## config.mk

```make
export PLATFORM = sky130hd
export DESIGN_NAME = ght_ctrl
export DESIGN_NICKNAME = d
export VERILOG_FILES = /design/src/rtl/core/ght_pkg.sv /design/src/rtl/core/ght_ctrl.sv
export SDC_FILE = /design/constraint.sdc
export NUM_CORES = 1
export LEC_CHECK = 0
export BUFFER_PORTS_ARGS = -buffer_cell sky130_fd_sc_hd__buf_2
export CAP_MARGIN = 20
export CORE_AREA = 2 2 39 41
export DETAILED_ROUTE_END_ITERATION = 6
export DIE_AREA = 0 0 41 43
export SYNTH_ARGS = -nofsm -noshare
export SYNTH_HDL_FRONTEND = slang
export SYNTH_SLANG_ARGS = --single-unit
```

## constraint.sdc

```tcl
create_clock -name clk -period 1.81 [get_ports clk]
set_input_delay 0.362 -clock clk [delete_from_list [all_inputs] [get_ports clk]]
set_output_delay 0.362 -clock clk [all_outputs]
set_load 0.01 [all_outputs]
```

## src/rtl/core/ght_pkg.sv

```systemverilog
// ght_pkg: shared types, constants and command structs for the generational handle table.
// No dependencies.
`timescale 1ns / 1ps
package ght_pkg;
  localparam int SLOTS_DEF  = 64;
  localparam int MAX_EXTENT = 8192;
  localparam logic [31:0] GEN_MAX = 32'hffffffff;
  localparam logic [2:0] ST_DORMANT = 3'd1;
  localparam logic [2:0] ST_CLOSED  = 3'd2;

  typedef enum logic [2:0] {
    ACT_CREATE = 3'd0,
    ACT_SETPOS = 3'd1,
    ACT_SETSZ  = 3'd2,
    ACT_SETST  = 3'd3,
    ACT_FOCUS  = 3'd4,
    ACT_LOOKUP = 3'd5
  } action_t;

  typedef struct packed {
    logic [2:0]  action;
    logic [47:0] handle;
    logic [31:0] pos_x;
    logic [31:0] pos_y;
    logic [15:0] size_w;
    logic [15:0] size_h;
    logic [2:0]  kind;
    logic [2:0]  new_state;
    logic [7:0]  focus_value;
    logic [63:0] owner;
  } req_t;

  typedef struct packed {
    logic        status;
    logic [47:0] handle_out;
    logic [31:0] x_out;
    logic [31:0] y_out;
    logic [13:0] w_out;
    logic [13:0] h_out;
    logic [2:0]  state_out;
    logic [2:0]  kind_out;
    logic [7:0]  focus_out;
    logic [63:0] owner_out;
    logic [15:0] layer_out;
  } rsp_t;

  // controller to datapath
  typedef struct packed {
    logic load;     // capture request, reset scan index
    logic rd;       // issue memory read at scan index / handle slot
    logic step;     // evaluate read data and advance
    logic finish;   // build result of a create or focus walk
  } cmd_t;

  // datapath to controller
  typedef struct packed {
    logic done;     // walk over or single access evaluated
  } sts_t;

  function automatic logic extent_ok(input logic [15:0] v);
    return (v != 16'd0) && (v <= 16'(MAX_EXTENT));
  endfunction
endpackage

```

## src/rtl/core/ght_ctrl.sv

```systemverilog
// ght_ctrl: sequencer for one item: capture, memory read, evaluate, respond.
// Depends on ght_pkg.
`timescale 1ns / 1ps
module ght_ctrl (
  input  logic          clk,
  input  logic          rst_n,
  input  logic          in_valid,
  output logic          in_ready,
  output logic          out_valid,
  input  logic          out_ready,
  input  ght_pkg::sts_t sts,
  output ght_pkg::cmd_t cmd
);
  typedef enum logic [4:0] {
    S_IDLE = 5'b00001,
    S_RD   = 5'b00010,
    S_EVAL = 5'b00100,
    S_FIN  = 5'b01000,
    S_OUT  = 5'b10000
  } state_t;

  state_t state_r, state_nxt;

  assign in_ready  = (state_r == S_IDLE);
  assign out_valid = (state_r == S_OUT);

  always_comb begin
    state_nxt = state_r;
    cmd = '0;
    case (state_r)
      S_IDLE: begin
        if (in_valid) begin
          cmd.load = 1'b1;
          state_nxt = S_RD;
        end
      end
      S_RD: begin
        cmd.rd = 1'b1;
        state_nxt = S_EVAL;
      end
      S_EVAL: begin
        cmd.step = 1'b1;
        state_nxt = sts.done ? S_FIN : S_RD;
      end
      S_FIN: begin
        cmd.finish = 1'b1;
        state_nxt = S_OUT;
      end
      S_OUT: begin
        if (out_ready) state_nxt = S_IDLE;
      end
      default: state_nxt = S_IDLE;
    endcase
  end

  always_ff @(posedge clk) begin
    if (!rst_n) state_r <= S_IDLE;
    else        state_r <= state_nxt;
  end

`ifndef SYNTH
  a_onehot: assert property (@(posedge clk) disable iff (!rst_n) $onehot(state_r))
    else $error("state not one-hot");
  a_load_rd: assert property (@(posedge clk) disable iff (!rst_n) cmd.load |=> cmd.rd)
    else $error("read must follow load");
  a_fin_out: assert property (@(posedge clk) disable iff (!rst_n) cmd.finish |=> out_valid)
    else $error("result must follow finish");
`endif
endmodule

```

==> metrics.csv <==
stage;metric;value;unit
placed_design;io_buffers;10;
sta;fin_skew;0.001523;ns
finish;drive_gt1_frac;0.4000;
floorplanning;initial_core_util;0.2351;
yosys;yosysWarnings;0;
yosys;synth.most_common_cell;dfxtp_1;
global_routing;antenna_found_initial;0;
clock_tree;cts_max_level;1;
worst_setup_path;reg2regPathDepth;3;
worst_setup_path;worst-path-buf-inv;1;
yosys;ys_top_cells_by_count;5 x dfxtp_1, 4 x inv_1, 3 x nor2_1, 2 x nor3b_1;
worst_setup_path;slowest_delay;0.57;ns
power_and_ir_drop;peakVddDrop;0.3673;mV
drt;wl_met3;34;µm
floorplanning;dieArea;0.001763;mm²
sta;fin_crit;1.728;ns
clock_tree;cts_root_buffer;clkbuf_4;
sta;hold_viol;0;
worst_setup_path;endpoint_kind;primary output;
global_routing;grt_overflow;0;
drt;post_drt_wl_per_cell;10.92;µm
finish;layoutNonFillerInstCount;66;
placed_design;dp.cells;62;
sta;relSlewSlack;0.8034;
run_status;status;finished, final reports clean;
worst_hold_path;hp-class;in2reg;
job;drv_cap;0;
floorplanning;num_rows;14;
drt;met1_length;370;µm
drt;postRouteAntennaNets;0;
worst_setup_path;startpoint;state_r[3]$_SDFFE_PN0P_;
floorplanning;die_y;43;µm
worst_setup_path;critical_path_class;reg2out;
yosys;syn_nets;41;
sta;finalSetupViolCount;0;
worst_setup_path;arrival;1.37;ns
worst_hold_path;min_to;state_r[4]$_SDFFE_PN0P_;
finish;fill_cells;154;
yosys;ys.flop_type;dfxtp_1;
finish;syn_to_final_growth;32.69;%
sta;max_freq;578.8;MHz
finish;largest-register;state_r;
yosys;ys_seq_area_frac;0.3077;
yosys;ys_types;26;
clock_tree;clockBufferDepth;2;
yosys;yosys.area.top_type;dfxtp_1;
worst_setup_path;start_kind;register;
yosys;syn-instance-count;36;
worst_setup_path;path_max_fanout;6;
drt;drt_iter0_drc;6;
finish;post-route-cell-area;431.7;µm²
finish;n_antenna_cell;0;
power_and_ir_drop;finalPower;0.0003081;W
yosys;synth_edf_count;0;
drt;vias_per_cell;4.833;
power_and_ir_drop;leakage;0.2075;nW
drt;drc;0;
clock_tree;cts_tree;built;
yosys;ys_ff_latch;5;
drt;vias;319;
yosys;postSynth.asyncResetShare;0;
sta;finalCritPeriodShare;0.9546;
placed_design;gp_congestion;0.7587;
finish;largest_reg_flops;5;
yosys;avgSynthCellArea;9.036;µm²
clock_tree;clock_sinks;5;
global_routing;groute.usage.overall;0.09557;
worst_setup_path;path_delay_family;simple AND/OR/NAND/NOR gates;
floorplanning;fp.dieW;41;µm
global_routing;grt_pass1_vias;286;
yosys;synth_area_leaders;dfxtp_1 31%, nor3_4 5.0%, inv_1 4.6%;
worst_setup_path;cpMaxStageDelayCell;or4b_4;
worst_setup_path;cp_cell_sequence;or4b_4 > nor2_1 > buf_2;
floorplanning;core_area;0.001384;mm²
worst_setup_path;cp.required;1.45;ns
drt;drt_wl_total;721;µm
power_and_ir_drop;power.density;713.9;mW/mm²
worst_setup_path;r2r-start;state_r[3]$_SDFFE_PN0P_;
worst_setup_path;r2r_end;state_r[3]$_SDFFE_PN0P_;
finish;nets;56;
worst_hold_path;whs_path_depth;2;
placed_design;dpl.hpwl;554;µm
clock_tree;clk_latency;0.24;ns
floorplanning;ios;11;
drt;dr.pass1.iters;4;
finish;reg_top3;state_r: 5 flops;
worst_hold_path;holdCritStartpoint;rst_n;
finish;seq_area;102.6;µm²
clock_tree;numCtsBuffers;3;
sta;maxSlewViolCount;0;
global_routing;grt_start_max_net_pins;11;
yosys;synth_top_area_share;0.3077;
worst_setup_path;rrSetupSlack;0.38;ns
placed_design;place_area;397.9;µm²
drt;top_layer;met3;
sta;worst_pin_slew;0.2911;ns
clock_tree;path_clk_slew;0.04;ns
drt;wl_met2;316;µm
yosys;syn_area;325.3;µm²
global_routing;grt_first_pass_wirelength;1145;µm
finish;multi_input_area;210.2;µm²
-- cell type report --
class	instances	area share
sequential	5	0.2377
multi-input combinational	26	0.4870
clock buffer	4	0.06087
inverter	4	0.03478
timing repair buffer	11	0.1333
tap	16	0.04638
-- kinds of logic after synthesis --
| family | share of synthesized area |
|---|---|
| flops | 0.3077 |
| xor+xnor | 0.02693 |
| simple gates | 0.4192 |
| compound gates | 0.1846 |
| buf+inv | 0.06151 |
-- routing by layer --
metal  global-route usage  up-vias
met5                    0        -
met4              0.04000        0
met3              0.03141        0
met2               0.1250       10
met1               0.1392      141
li1                     -      168
-- power breakdown --
part           total [W]  switching [W]  internal, W
clock           0.000126      0.0000425    0.0000831
combinational  0.0000557      0.0000280    0.0000277
sequential      0.000127     0.00000994     0.000117
-- stage by stage --
stage	hold WS (ns)	setup TNS [ns]	utilization	worst slack, ns
3_5_place_dp	0.6602	0	0.2875	0.2816
5_1_grt	0.4065	-0.008569	0.3119	-0.008569
6_report	0.4081	0	0.3119	0.08215
3_3_place_gp	0.6606	0	0.2875	0.2510
2_1_floorplan	0.4984	0	-	0.3706
4_1_cts	0.4109	0	0.3065	0.02261
-- cell usage in the layout, fill, tap and decap left out, drive strengths merged, types with 2 or more instances in the layout --
cell type  count
buf           11
dfxtp          5
inv            4
clkbuf         4
nor2           3
nor3b          2
nor3           2
-- how the worst max path moves through the flow --
stage | cells past startpoint | slack, ns | endpoint
5_1_grt | 3 | -0.009 | cmd[2]
4_1_cts | 3 | 0.02 | cmd[2]
3_3_place_gp | 3 | 0.25 | cmd[2]
2_1_floorplan | 2 | 0.37 | cmd[2]
6_report | 3 | 0.08 | out_valid
3_5_place_dp | 3 | 0.28 | cmd[2]
-- what timing repair did --
item	in CTS	in global routing
hold buffers	0	0
setup buffers	0	0
setup endpoints to repair	0	2
gates resized for setup	0	3
Power figures use the tool's default switching activity.
